**src/design/hlt_pkg.sv**
```systemverilog
// Shared types, constants and event codes for the heartbeat liveness table.
// No dependencies; every other design file imports this package.
package hlt_pkg;

	localparam int MAX_ENTRIES_DEF = 16;
	localparam int MAX_RESULTS     = 20;
	localparam int RES_CNT_W       = $clog2(MAX_RESULTS + 1);

	typedef logic [21:0] sender_t;
	typedef logic [31:0] time_t;
	typedef logic [15:0] tmo_t;
	typedef logic [2:0]  status_t;
	typedef logic [4:0]  slot_t;

	localparam tmo_t    TIMEOUT_RST    = 16'd35;
	localparam status_t OFFLINE_STATUS = 3'd6;

	typedef enum logic [2:0] {
		EV_UPDATED     = 3'd0,
		EV_ADDED       = 3'd1,
		EV_OFFLINE     = 3'd2,
		EV_TIMEOUT     = 3'd3,
		EV_FULL        = 3'd4,
		EV_ALL_OFFLINE = 3'd5
	} event_t;

	typedef enum logic [2:0] {
		ST_IDLE,
		ST_MSG,
		ST_OFF_RM,
		ST_SWEEP,
		ST_ALL_OFF,
		ST_FIN
	} state_t;

	// Per-slot control: shift takes the neighbour's entry, load writes a new
	// entry, touch refreshes the last-heard time only.
	typedef struct packed {
		logic shift;
		logic load;
		logic touch;
	} cell_ctrl_t;

	typedef struct packed {
		event_t  ev;
		slot_t   slot;
		sender_t sender;
		status_t status;
	} result_t;

endpackage

```
**src/design/hlt_cell.sv**
```systemverilog
// One slot of the liveness table: sender, last-heard time, match and expiry.
// Depends on hlt_pkg.
module hlt_cell (
	input  logic                clk,
	input  logic                arst_n,
	input  hlt_pkg::cell_ctrl_t ctrl,
	input  hlt_pkg::sender_t    key,
	input  hlt_pkg::time_t      now,
	input  hlt_pkg::tmo_t       timeout,
	input  hlt_pkg::sender_t    nbr_sender,
	input  hlt_pkg::time_t      nbr_heard,
	output hlt_pkg::sender_t    sender,
	output hlt_pkg::time_t      heard,
	output logic                match,
	output logic                expired
);
	import hlt_pkg::*;

	sender_t sender_q;
	time_t   heard_q;
	time_t   diff;

	always_ff @(posedge clk or negedge arst_n) begin
		if (!arst_n) begin
			sender_q <= '0;
			heard_q  <= '0;
		end else if (ctrl.shift) begin
			sender_q <= nbr_sender;
			heard_q  <= nbr_heard;
		end else if (ctrl.load) begin
			sender_q <= key;
			heard_q  <= now;
		end else if (ctrl.touch) begin
			heard_q <= now;
		end
	end

	// A clock running backwards counts as no silence at all.
	assign diff    = now - heard_q;
	assign match   = (sender_q != '0) && (sender_q == key);
	assign expired = (sender_q != '0) && (now > heard_q) && (diff > time_t'(timeout));
	assign sender  = sender_q;
	assign heard   = heard_q;

endmodule

```
**src/design/hlt_emit.sv**
```systemverilog
// Result staging: holds one result back so that the final one carries last.
// Depends on hlt_pkg.
module hlt_emit (
	input  logic             clk,
	input  logic             arst_n,
	input  logic             emit_v,
	input  hlt_pkg::result_t emit_r,
	input  logic             flush,
	output logic             strobe,
	output hlt_pkg::result_t res,
	output logic             res_last
);
	import hlt_pkg::*;

	logic                 pend_v_q;
	result_t              pend_q;
	logic [RES_CNT_W-1:0] cnt_q;
	logic                 strobe_q;
	logic                 last_q;
	result_t              out_q;
	logic                 take;

	// Results beyond the per-transaction limit are dropped.
	assign take = emit_v && !flush && (cnt_q < RES_CNT_W'(MAX_RESULTS));

	always_ff @(posedge clk or negedge arst_n) begin
		if (!arst_n) begin
			pend_v_q <= 1'b0;
			cnt_q    <= '0;
			strobe_q <= 1'b0;
			last_q   <= 1'b0;
		end else begin
			strobe_q <= 1'b0;
			if (flush) begin
				strobe_q <= pend_v_q;
				last_q   <= 1'b1;
				pend_v_q <= 1'b0;
				cnt_q    <= '0;
			end else if (take) begin
				strobe_q <= pend_v_q;
				last_q   <= 1'b0;
				pend_v_q <= 1'b1;
				cnt_q    <= cnt_q + 1'b1;
			end
		end
	end

	always_ff @(posedge clk) begin
		if (take) begin
			pend_q <= emit_r;
		end
		if (flush || take) begin
			out_q <= pend_q;
		end
	end

	assign strobe   = strobe_q;
	assign res      = out_q;
	assign res_last = last_q;

endmodule

```
**src/design/heartbeat_liveness_table_top.sv**
```systemverilog
// Heartbeat liveness table, top level: a row of slot cells and the sequencer.
// Sequence: busy is high for the message part (non-zero sender), an offline removal, a sweep
// step for each live slot examined, removed or not, and a closing step unless the list
// empties, the all-offline result and a finishing step, in that order. The final result is on
// the ports in the first cycle with busy low.
// Throughput: one transaction at a time; the next one may be accepted at the edge that takes
// the final result of the previous one. The receiver cannot stall.
// Reset (arst_n, asynchronous, active low) empties every slot and sets the timeout to 35 s.
// Depends on hlt_pkg, hlt_cell and hlt_emit.
module heartbeat_liveness_table_top #(
	parameter int MAX_ENTRIES = hlt_pkg::MAX_ENTRIES_DEF
) (
	input  logic             clk,
	input  logic             arst_n,
	input  logic             start,
	output logic             busy,
	input  hlt_pkg::sender_t sender_id,
	input  hlt_pkg::status_t hb_status,
	input  logic             offline_flag,
	input  hlt_pkg::time_t   now_seconds,
	input  logic             timeout_we,
	input  hlt_pkg::tmo_t    timeout_wdata,
	output logic             result_strobe,
	output logic [2:0]       event_res,
	output hlt_pkg::slot_t   slot,
	output hlt_pkg::sender_t event_sender,
	output hlt_pkg::status_t event_status,
	output logic             last
);
	import hlt_pkg::*;

	localparam int IDX_W = (MAX_ENTRIES > 1) ? $clog2(MAX_ENTRIES) : 1;
	localparam int CNT_W = $clog2(MAX_ENTRIES + 1);

	// Sequencer state and the latched transaction.
	state_t           state_q, state_d;
	logic [CNT_W-1:0] count_q;
	logic [CNT_W-1:0] p_q;
	logic [IDX_W-1:0] k_q;
	logic             terminated_q;
	tmo_t             timeout_q;
	sender_t          key_q;
	status_t          status_q;
	logic             offline_q;
	time_t            now_q;
	sender_t          rm_snd_q;

	// The row of cells.
	cell_ctrl_t       cell_ctrl [MAX_ENTRIES];
	sender_t          cell_snd  [MAX_ENTRIES];
	time_t            cell_hrd  [MAX_ENTRIES];
	sender_t          nbr_snd   [MAX_ENTRIES];
	time_t            nbr_hrd   [MAX_ENTRIES];
	logic [MAX_ENTRIES-1:0] match;
	logic [MAX_ENTRIES-1:0] expired;

	logic             accept_go;
	logic             found;
	logic [IDX_W-1:0] k;
	logic [IDX_W-1:0] p_idx;
	logic             p_live;
	logic             exp_p;
	logic             touch_en;
	logic             add_en;
	logic             rm_en;
	logic [IDX_W-1:0] rm_idx;
	logic             p_inc;
	logic             emit_v;
	result_t          emit_r;
	logic             flush;
	result_t          res;

	// An item offered after the list has gone all-offline is not accepted and
	// gives no result.
	assign busy      = (state_q != ST_IDLE);
	assign accept_go = start && !busy && !terminated_q;

	// Each cell compares itself against the key; senders are unique, so at
	// most one cell matches and its index is the OR of the matching indices.
	assign found = |match;
	always_comb begin
		k = '0;
		for (int i = 0; i < MAX_ENTRIES; i++) begin
			if (match[i]) begin
				k = k | IDX_W'(i);
			end
		end
	end

	// The sweep pointer walks the live part of the list; slots at or beyond
	// the count are empty because the list is kept compact.
	assign p_idx  = p_q[IDX_W-1:0];
	assign p_live = (p_q < count_q);
	assign exp_p  = p_live && expired[p_idx];

	for (genvar i = 0; i < MAX_ENTRIES; i++) begin : g_cell
		if (i == MAX_ENTRIES - 1) begin : g_tail
			assign nbr_snd[i] = '0;
			assign nbr_hrd[i] = '0;
		end else begin : g_body
			assign nbr_snd[i] = cell_snd[i+1];
			assign nbr_hrd[i] = cell_hrd[i+1];
		end

		// A removal makes every cell from the removed slot onwards take its
		// neighbour's entry, the last cell taking an empty one.
		assign cell_ctrl[i] = '{
			shift: rm_en && (IDX_W'(i) >= rm_idx),
			load:  add_en && (CNT_W'(i) == count_q),
			touch: touch_en && match[i]
		};

		hlt_cell u_cell (
			.clk        (clk),
			.arst_n     (arst_n),
			.ctrl       (cell_ctrl[i]),
			.key        (key_q),
			.now        (now_q),
			.timeout    (timeout_q),
			.nbr_sender (nbr_snd[i]),
			.nbr_heard  (nbr_hrd[i]),
			.sender     (cell_snd[i]),
			.heard      (cell_hrd[i]),
			.match      (match[i]),
			.expired    (expired[i])
		);
	end

	// Next state.
	always_comb begin
		state_d = state_q;
		case (state_q)
			ST_IDLE: begin
				if (accept_go) begin
					state_d = (sender_id != '0) ? ST_MSG : ST_SWEEP;
				end
			end
			ST_MSG: begin
				state_d = (found && offline_q) ? ST_OFF_RM : ST_SWEEP;
			end
			ST_OFF_RM: begin
				state_d = (count_q == CNT_W'(1)) ? ST_ALL_OFF : ST_SWEEP;
			end
			ST_SWEEP: begin
				if (!p_live) begin
					state_d = ST_FIN;
				end else if (exp_p && (count_q == CNT_W'(1))) begin
					state_d = ST_ALL_OFF;
				end
			end
			ST_ALL_OFF: state_d = ST_FIN;
			ST_FIN:     state_d = ST_IDLE;
			default:    state_d = ST_IDLE;
		endcase
	end

	// Outputs of the sequencer: cell controls and the result to emit.
	always_comb begin
		touch_en = 1'b0;
		add_en   = 1'b0;
		rm_en    = 1'b0;
		rm_idx   = '0;
		p_inc    = 1'b0;
		emit_v   = 1'b0;
		flush    = 1'b0;
		emit_r   = '{ev: EV_UPDATED, slot: '0, sender: key_q, status: '0};
		case (state_q)
			ST_MSG: begin
				if (found) begin
					// Refresh the time; an offline status reports nothing.
					touch_en = 1'b1;
					if (status_q != OFFLINE_STATUS) begin
						emit_v        = 1'b1;
						emit_r.ev     = EV_UPDATED;
						emit_r.slot   = slot_t'(k) + slot_t'(1);
						emit_r.status = status_q;
					end
				end else if (count_q < CNT_W'(MAX_ENTRIES)) begin
					add_en      = 1'b1;
					emit_v      = 1'b1;
					emit_r.ev   = EV_ADDED;
					emit_r.slot = slot_t'(count_q) + slot_t'(1);
				end else begin
					emit_v    = 1'b1;
					emit_r.ev = EV_FULL;
				end
			end
			ST_OFF_RM: begin
				rm_en       = 1'b1;
				rm_idx      = k_q;
				emit_v      = 1'b1;
				emit_r.ev   = EV_OFFLINE;
				emit_r.slot = slot_t'(k_q) + slot_t'(1);
			end
			ST_SWEEP: begin
				if (exp_p) begin
					rm_en         = 1'b1;
					rm_idx        = p_idx;
					emit_v        = 1'b1;
					emit_r.ev     = EV_TIMEOUT;
					emit_r.slot   = slot_t'(p_q) + slot_t'(1);
					emit_r.sender = cell_snd[p_idx];
				end else if (p_live) begin
					p_inc = 1'b1;
				end
			end
			ST_ALL_OFF: begin
				emit_v        = 1'b1;
				emit_r.ev     = EV_ALL_OFFLINE;
				emit_r.sender = rm_snd_q;
			end
			ST_FIN: begin
				flush = 1'b1;
			end
			default: begin
			end
		endcase
	end

	// Control registers.
	always_ff @(posedge clk or negedge arst_n) begin
		if (!arst_n) begin
			state_q      <= ST_IDLE;
			count_q      <= '0;
			p_q          <= '0;
			terminated_q <= 1'b0;
			timeout_q    <= TIMEOUT_RST;
		end else begin
			state_q <= state_d;
			if (timeout_we) begin
				timeout_q <= timeout_wdata;
			end
			if (accept_go) begin
				p_q <= '0;
			end else if (p_inc) begin
				p_q <= p_q + 1'b1;
			end
			if (add_en) begin
				count_q <= count_q + 1'b1;
			end else if (rm_en) begin
				count_q <= count_q - 1'b1;
				// The last live entry leaving ends all further processing.
				if (count_q == CNT_W'(1)) begin
					terminated_q <= 1'b1;
				end
			end
		end
	end

	// Transaction payload and the remembered removal details.
	always_ff @(posedge clk) begin
		if (accept_go) begin
			key_q     <= sender_id;
			status_q  <= hb_status;
			offline_q <= offline_flag;
			now_q     <= now_seconds;
		end
		if (state_q == ST_MSG) begin
			k_q <= k;
		end
		if (rm_en) begin
			rm_snd_q <= emit_r.sender;
		end
	end

	hlt_emit u_emit (
		.clk      (clk),
		.arst_n   (arst_n),
		.emit_v   (emit_v),
		.emit_r   (emit_r),
		.flush    (flush),
		.strobe   (result_strobe),
		.res      (res),
		.res_last (last)
	);

	assign event_res    = res.ev;
	assign slot         = res.slot;
	assign event_sender = res.sender;
	assign event_status = res.status;

endmodule

```
**config.mk**
```make
export PLATFORM = sky130hd
export DESIGN_NAME = heartbeat_liveness_table_top
export DESIGN_NICKNAME = d
export VERILOG_FILES = /design/src/design/hlt_pkg.sv /design/src/design/hlt_cell.sv /design/src/design/hlt_emit.sv /design/src/design/heartbeat_liveness_table_top.sv
export SDC_FILE = /design/constraint.sdc
export NUM_CORES = 2
export LEC_CHECK = 0
export BUFFER_PORTS_ARGS = -buffer_cell sky130_fd_sc_hd__buf_2
export CAP_MARGIN = 20
export CELL_PAD_IN_SITES_DETAIL_PLACEMENT = 1
export CELL_PAD_IN_SITES_GLOBAL_PLACEMENT = 2
export CORE_MARGIN = 1
export CORE_UTILIZATION = 41
export DETAILED_ROUTE_END_ITERATION = 8
export PLACE_DENSITY = 0.88
export SYNTH_ARGS = -nofsm -noshare
export SYNTH_HDL_FRONTEND = slang
export SYNTH_HIERARCHICAL = 1
export SYNTH_SLANG_ARGS = --single-unit
export TNS_END_PERCENT = 50
```
**constraint.sdc**
```tcl
create_clock -name clk -period 10.6 [get_ports clk]
set_input_delay 0.53 -clock clk [delete_from_list [all_inputs] [get_ports clk]]
set_output_delay 0.53 -clock clk [all_outputs]
set_load 0.02 [all_outputs]
```
=== Yosys cells after proc, flatten, opt, wreduce, memory -nomap -nowiden ===
Index checks and enable logic that the tools add are counted.

* Bits in registers: 1,052

* Reduce and logical (&&, ||, !) cells: 167
* Bitwise gates (word level): 2
* Add/subtract/negate cells: 22
* Order comparisons: 53
* Multiplexer cells: 143
* Equal/unequal tests: 40

{| class="wikitable"
|+ Operators with widths
! operator !! number
|-
| $mux W32 || 48
|-
| $mux W22 || 34
|-
| $gt A32 B16 Y1 || 16
|-
| $gt A32 B32 Y1 || 16
|-
| $sub A32 B32 Y32 || 16
|-
| $reduce_bool A22 Y1 || 17
|-
| $eq A22 B22 Y1 || 16
|-
| $logic_and A1 B1 Y1 || 103
|-
| $bmux W22 S4 || 1
|-
| $reduce_bool A3 Y1 || 17
|-
| $pmux W22 S2 || 1
|-
| $eq A4 B5 Y1 const A || 8
|-
| $mux W5 || 8
|-
| $reduce_bool A2 Y1 || 19
|-
| $mux W4 || 9
|-
| $ge A4 B4 Y1 const A || 8
|-
| $mux W29 || 1
|-
| $mux W3 || 9
|-
| $mux W1 || 21
|-
| $eq A3 B5 Y1 const A || 4
|-
| $ge A3 B4 Y1 const A || 4
|-
| $reduce_or A16 Y1 || 1
|-
| $add A5 B1 Y5 const B || 3
|-
| $pmux W3 S5 || 1
|-
| 33 further kinds || 46
|}

=== Logic depth before layout (Yosys ltp) ===
* Word-level depth: 21
* Mapped depth: 33
* Depth with buffers taken out: 29

=== Cells and area by module ===
The synthesis kept the hierarchy.

{| class="wikitable"
|+ Modules (own cells, without submodules)
! module !! times used !! cells an instance !! sequential area each (um^2) !! area an instance (um^2)
|-
| hlt_cell at g_cell[0].u_cell ... || 8 || 660 || 1,351.3 || 5,276.3
|-
| hlt_cell at g_cell[4].u_cell ... || 6 || 674 || 1,351.3 || 5,337.6
|-
| hlt_cell at g_cell[10].u_cell ... || 2 || 654 || 1,351.3 || 5,215.0
|-
| heartbeat_liveness_table_top || 1 || 565 || 3,276.9 || 8,049.0
|-
| hlt_emit || 1 || 100 || 2,182.1 || 2,342.2
|}

=== Worst setup path before layout ===
No wires, ideal clock.

* Path kind: reg-to-reg
* Start: register now_q[1]
* End: register g_cell[0].u_cell.heard_q[1]
* Required time: 10.463 ns
* Stages on the path, launching flop included: 30
* Clock period less this slack: 7.468 ns
* Data arrival time: 7.331 ns
* Path buffers: 3
* Path slack: 3.132 ns
* Cells stage by stage: edfxtp_1 > ha_1 > nor2b_1 > o21bai_1 > a21oi_1 > nor3_1 > nor2_1 > nor2_1 > o21ai_0 > xor2_1 > ha_1 > nand4_1 > nor4_1 > a2111oi_0 > a211oi_1 > o2111ai_1 > nor4_1 > nand3_1 > o31a_1 > mux4_2 > mux2_2 > mux2i_4 > o31ai_1 > or2_1 > nor3_1 > clkbuf_1 > buf_1 > buf_1 > mux2i_1 > a21oi_1

{| class="wikitable"
|+ RTL lines
! element !! RTL line !! RTL
|-
| start: declaration || heartbeat_liveness_table_top.sv:45 || <nowiki>time_t now_q;</nowiki>
|-
| start signal: assignment || heartbeat_liveness_table_top.sv:256 || <nowiki>now_q <= now_seconds;</nowiki>
|-
| end signal: assignment || hlt_cell.sv:29 || <nowiki>heard_q <= nbr_heard;</nowiki>
|-
| end signal: assignment || hlt_cell.sv:32 || <nowiki>heard_q <= now;</nowiki>
|-
| end signal: assignment || hlt_cell.sv:34 || <nowiki>heard_q <= now;</nowiki>
|-
| end: declaration || hlt_cell.sv:20 || <nowiki>time_t heard_q;</nowiki>
|}

==> flow_summary.yaml <==
floorplan:
  die_area_mm2: 0.2338
  core_mm2: 0.2301
  initial_utilization_pct: 41.31
  die_y_um: 483.5
  die_w_um: 483.5
  pin_count: 114
  fp-row-count: 176
synthesis:
  synthFlopType: "dfrtp_1"
  ys_warn_count: 6
  ys_types: 106
  synth_area_mm2: 0.09506
  async_reset_ff_share_pct: 85.74
  ys_ff_latch: 1052
  avgSynthCellArea_um2: 8.414
  seq_area_frac_synth_pct: 28.49
  syn_inst: 11297
  synth_edf_count: 150
power:
  power.internal_mw: 19.09
  p_leak_nw: 45.84
  combPwrFrac_pct: 67.3
  p_clk_share_pct: 12.1
  p_per_area_mw_per_mm2: 394.0
  peakVddDrop_mv: 0.6151
  power_mw: 41.34
  p_switching_mw: 22.25
  swShare_pct: 53.82
  pwr-share-seq_pct: 20.6
critical_path:
  crit_path_frequent_cell: "buf_4"
  r2r_cells: 28
  rrSetupSlack_ps: 1210
  cp_max_fo: 76
  worstPathRequired_ps: 11220
  arrival_ps: 10010
  slowest_stage: "buf_4"
  path_class: "flip-flop to flip-flop"
  rr_startpoint: "now_q[3]"
  max_stage_delay_ps: 840
  end_kind: "flip-flop"
  worstReg2RegEnd: "g_cell[9].u_cell/heard[17]"
  start_kind: "flip-flop"
clock_tree:
  cts_setup_buffers: 0
  clockBufferDepth: 3
  postCtsResizedCells: 0
  cts_buffers: 136
  cts_root_buf: "clkbuf_16"
  clk_pin_slew_worst_paths_ps: 60
  cts_max_level: 4
  insertion_delay_ps: 850
  cts_sinks: 1052
  cts_tree: "done"
route:
  first_pass_iters: 7
  wl_per_cell_um: 29.00
  first_iter_violations: 8551
  antenna_left: 0
  vias: 91541
  drc_errors: 0
  avgViaCountPerCell: 6.326
  routed_wl_um: 419600
sta:
  min_period_over_period_pct: 88.57
  slew_headroom_pct: 9.303
  min_period_ps: 9389
  setup_violations: 0
  worst_pin_slew_ps: 1349
  hold_viol: 0
  rsz0062_at_grt: "false"
  finalClockSkew_ps: 66.13
  fmax_mhz: 106.5
  fin_ws_ps: 1211
  fin_tns_setup_ps: 0
  hold_slack_ps: 178.7
  finalMaxSlewViolations: 0
cells_and_area:
  drive_above_1_share_pct: 8.070
  finalNonFillerCells: 14470
  fill_cells: 27029
  layout.nets: 12207
  area_delta_synth_final_pct: 10.39
  multi_input_area_mm2: 0.06250
  final_core_util_pct: 45.60
  final_area_mm2: 0.1049
  seq_area_mm2: 0.02709
outcome:
  status: "completed"
grt:
  grtUsageTotal_pct: 34.92
  overflow: 0
  grt_pass1_wl_um: 619400
  grt_max_degree: 163
  antenna_found_initial: 20
  grt_pass1_vias: 92703
hold_path:
  hold_depth: 4
  worstHoldStart: "start"
  hold_end: "state_q[1]"
  min_path_type: "input pin to flip-flop"
placement:
  place_hpwl_um: 310000
  post-place-ws_ps: 1384
  place_inst: 14132
  io_buffers: 113
  placed_cell_area_mm2: 0.09922
  place.gp.congestion: 0.9789
flow_run:
  cap_violations: 0
==> metal layers <==
metal | track usage (%) | wire length [µm] | part of all wire [%]
met1 | 46.66 | 180800 | 43
met2 | 52.96 | 182100 | 43
met3 | 7.234 | 32460 | 7.7
met4 | 18.13 | 24210 | 5.8
met5 | 0 | 21 | 0.0050
==> flip-flops by register name, summed over array words and instances, names as in the netlist, 16 cells and up <==
register,cells
rm_snd_q,22
u_emit/res,33
u_emit/pend_q,33
timeout_q,16
g_cell.u_cell/heard,512
g_cell.u_cell/sender,352
now_q,32
key_q,22
==> logic make-up (layout without fill, tap and decap cells) <==
logic type	count (synthesis)	in the layout	synth area share, %
fa+ha+maj	799	799	10.64
buf+inv	1521	1609	6.288
other cells	1	60	0.003945
mux	1033	1033	12.43
compound gates	3081	3081	20.20
flops	1052	1052	28.49
xor+xnor	687	687	6.330
simple gates	3123	3123	15.62
==> how the worst max path moves through the flow <==
stage | startpoint | cells past startpoint | end
6_report | now_q[3] | 28 | g_cell[9].u_cell/heard[17]
5_1_grt | now_q[6] | 28 | g_cell[2].u_cell/heard[1]
4_1_cts | now_q[3] | 27 | g_cell[10].u_cell/heard[16]
3_5_place_dp | now_q[3] | 27 | g_cell[10].u_cell/heard[19]
3_3_place_gp | now_q[2] | 27 | g_cell[2].u_cell/heard[3]
2_1_floorplan | now_q[1] | 29 | g_cell[0].u_cell/heard[1]
==> Yosys cell counts (31+ instances only) <==
cell / n / area share, %
a211oi_1: 86 / 0.68
a21boi_0: 32 / 0.25
a21o_1: 151 / 1.2
a21oi_1: 1188 / 6.3
a221oi_1: 40 / 0.37
a31oi_1: 74 / 0.49
and2_1: 41 / 0.27
and3_1: 45 / 0.30
and4_1: 31 / 0.29
buf_1: 110 / 0.43
buf_2: 84 / 0.44
clkbuf_1: 302 / 1.2
dfrtp_1: 899 / 24
edfxtp_1: 150 / 4.7
ha_1: 783 / 10
inv_1: 979 / 3.9
mux2i_1: 888 / 9.4
mux4_2: 114 / 2.7
nand2_1: 942 / 3.7
nand2b_1: 32 / 0.21
nand3_1: 220 / 1.2
nand4_1: 217 / 1.4
nor2_1: 979 / 3.9
nor2b_1: 35 / 0.23
nor3_1: 124 / 0.65
nor4_1: 214 / 1.4
o2111ai_1: 40 / 0.37
o211ai_1: 83 / 0.66
o21a_1: 114 / 0.90
o21ai_0: 753 / 4.0
o21ai_1: 40 / 0.21
o21bai_1: 53 / 0.42
o31a_1: 32 / 0.29
or3_1: 65 / 0.43
or4_1: 46 / 0.36
xnor2_1: 262 / 2.4
xor2_1: 425 / 3.9
==> power groups by stage <==
| stage | Clock (mW) | Sequential (mW) | Combinational [mW] |
|---|---|---|---|
| final | 4.99 | 8.52 | 27.8 |
| after global routing | 5.20 | 8.63 | 30.2 |
| after CTS | 5.05 | 8.46 | 27.1 |
| after detailed placement | 0 | 8.50 | 26.8 |
| after global placement | 0 | 8.43 | 25.9 |
| after floorplan | 0 | 7.37 | 19.3 |
==> cell type report <==
cell class / instances / share of cell area, %
clock buffer: 178 / 3.568
inverter: 979 / 3.502
tap: 3026 / 3.608
clock inverter: 68 / 0.9205
multi-input combinational: 8777 / 59.56
sequential: 1052 / 25.82
antenna: 6 / 0.01431
timing repair buffer: 384 / 3.013
==> worst max-delay path, delay by kind of cell (launching register included) <==
kind,cells,cell delay (ps)
compound gates,11,2750
xor+xnor,1,180
fa+ha+maj,2,730
buf+inv,4,1790
flops,1,380
mux,4,1620
simple gates,6,1530
==> what timing repair did <==
action,CTS,global route
endpoints found under the hold margin,139,0
setup endpoints to repair,0,0
hold buffers,75,0
==> cells in the final DEF (no fill, tap or decap), types with 31 or more instances in the layout <==
master	synthesis	final
nor4_1	214	206
o21ai_1	40	37
clkbuf_16	0	138
o211ai_1	83	83
conb_1	1	54
nand3_1	220	220
o21a_1	114	114
nand2b_1	32	31
nor2b_1	35	35
a21o_1	151	151
buf_4	22	168
nand2_1	942	942
a211oi_1	86	86
mux2i_1	888	888
nor2_1	979	965
buf_2	84	113
o2111ai_1	40	40
and2_1	41	41
ha_1	783	783
o31a_1	32	32
a221oi_1	40	40
o21ai_0	753	753
nand4_1	217	217
a21boi_0	32	32
dlygate4sd3_1	0	75
and4_1	31	31
o21bai_1	53	52
and3_1	45	45
edfxtp_1	150	150
xor2_1	425	425
a21oi_1	1188	1185
or3_1	65	49
or4_1	46	46
a31oi_1	74	74
dfrtp_1	899	895
xnor2_1	262	262
inv_1	979	977
nor3_1	124	119
mux4_2	114	114
Note: power is estimated with default switching activity, not from simulation.
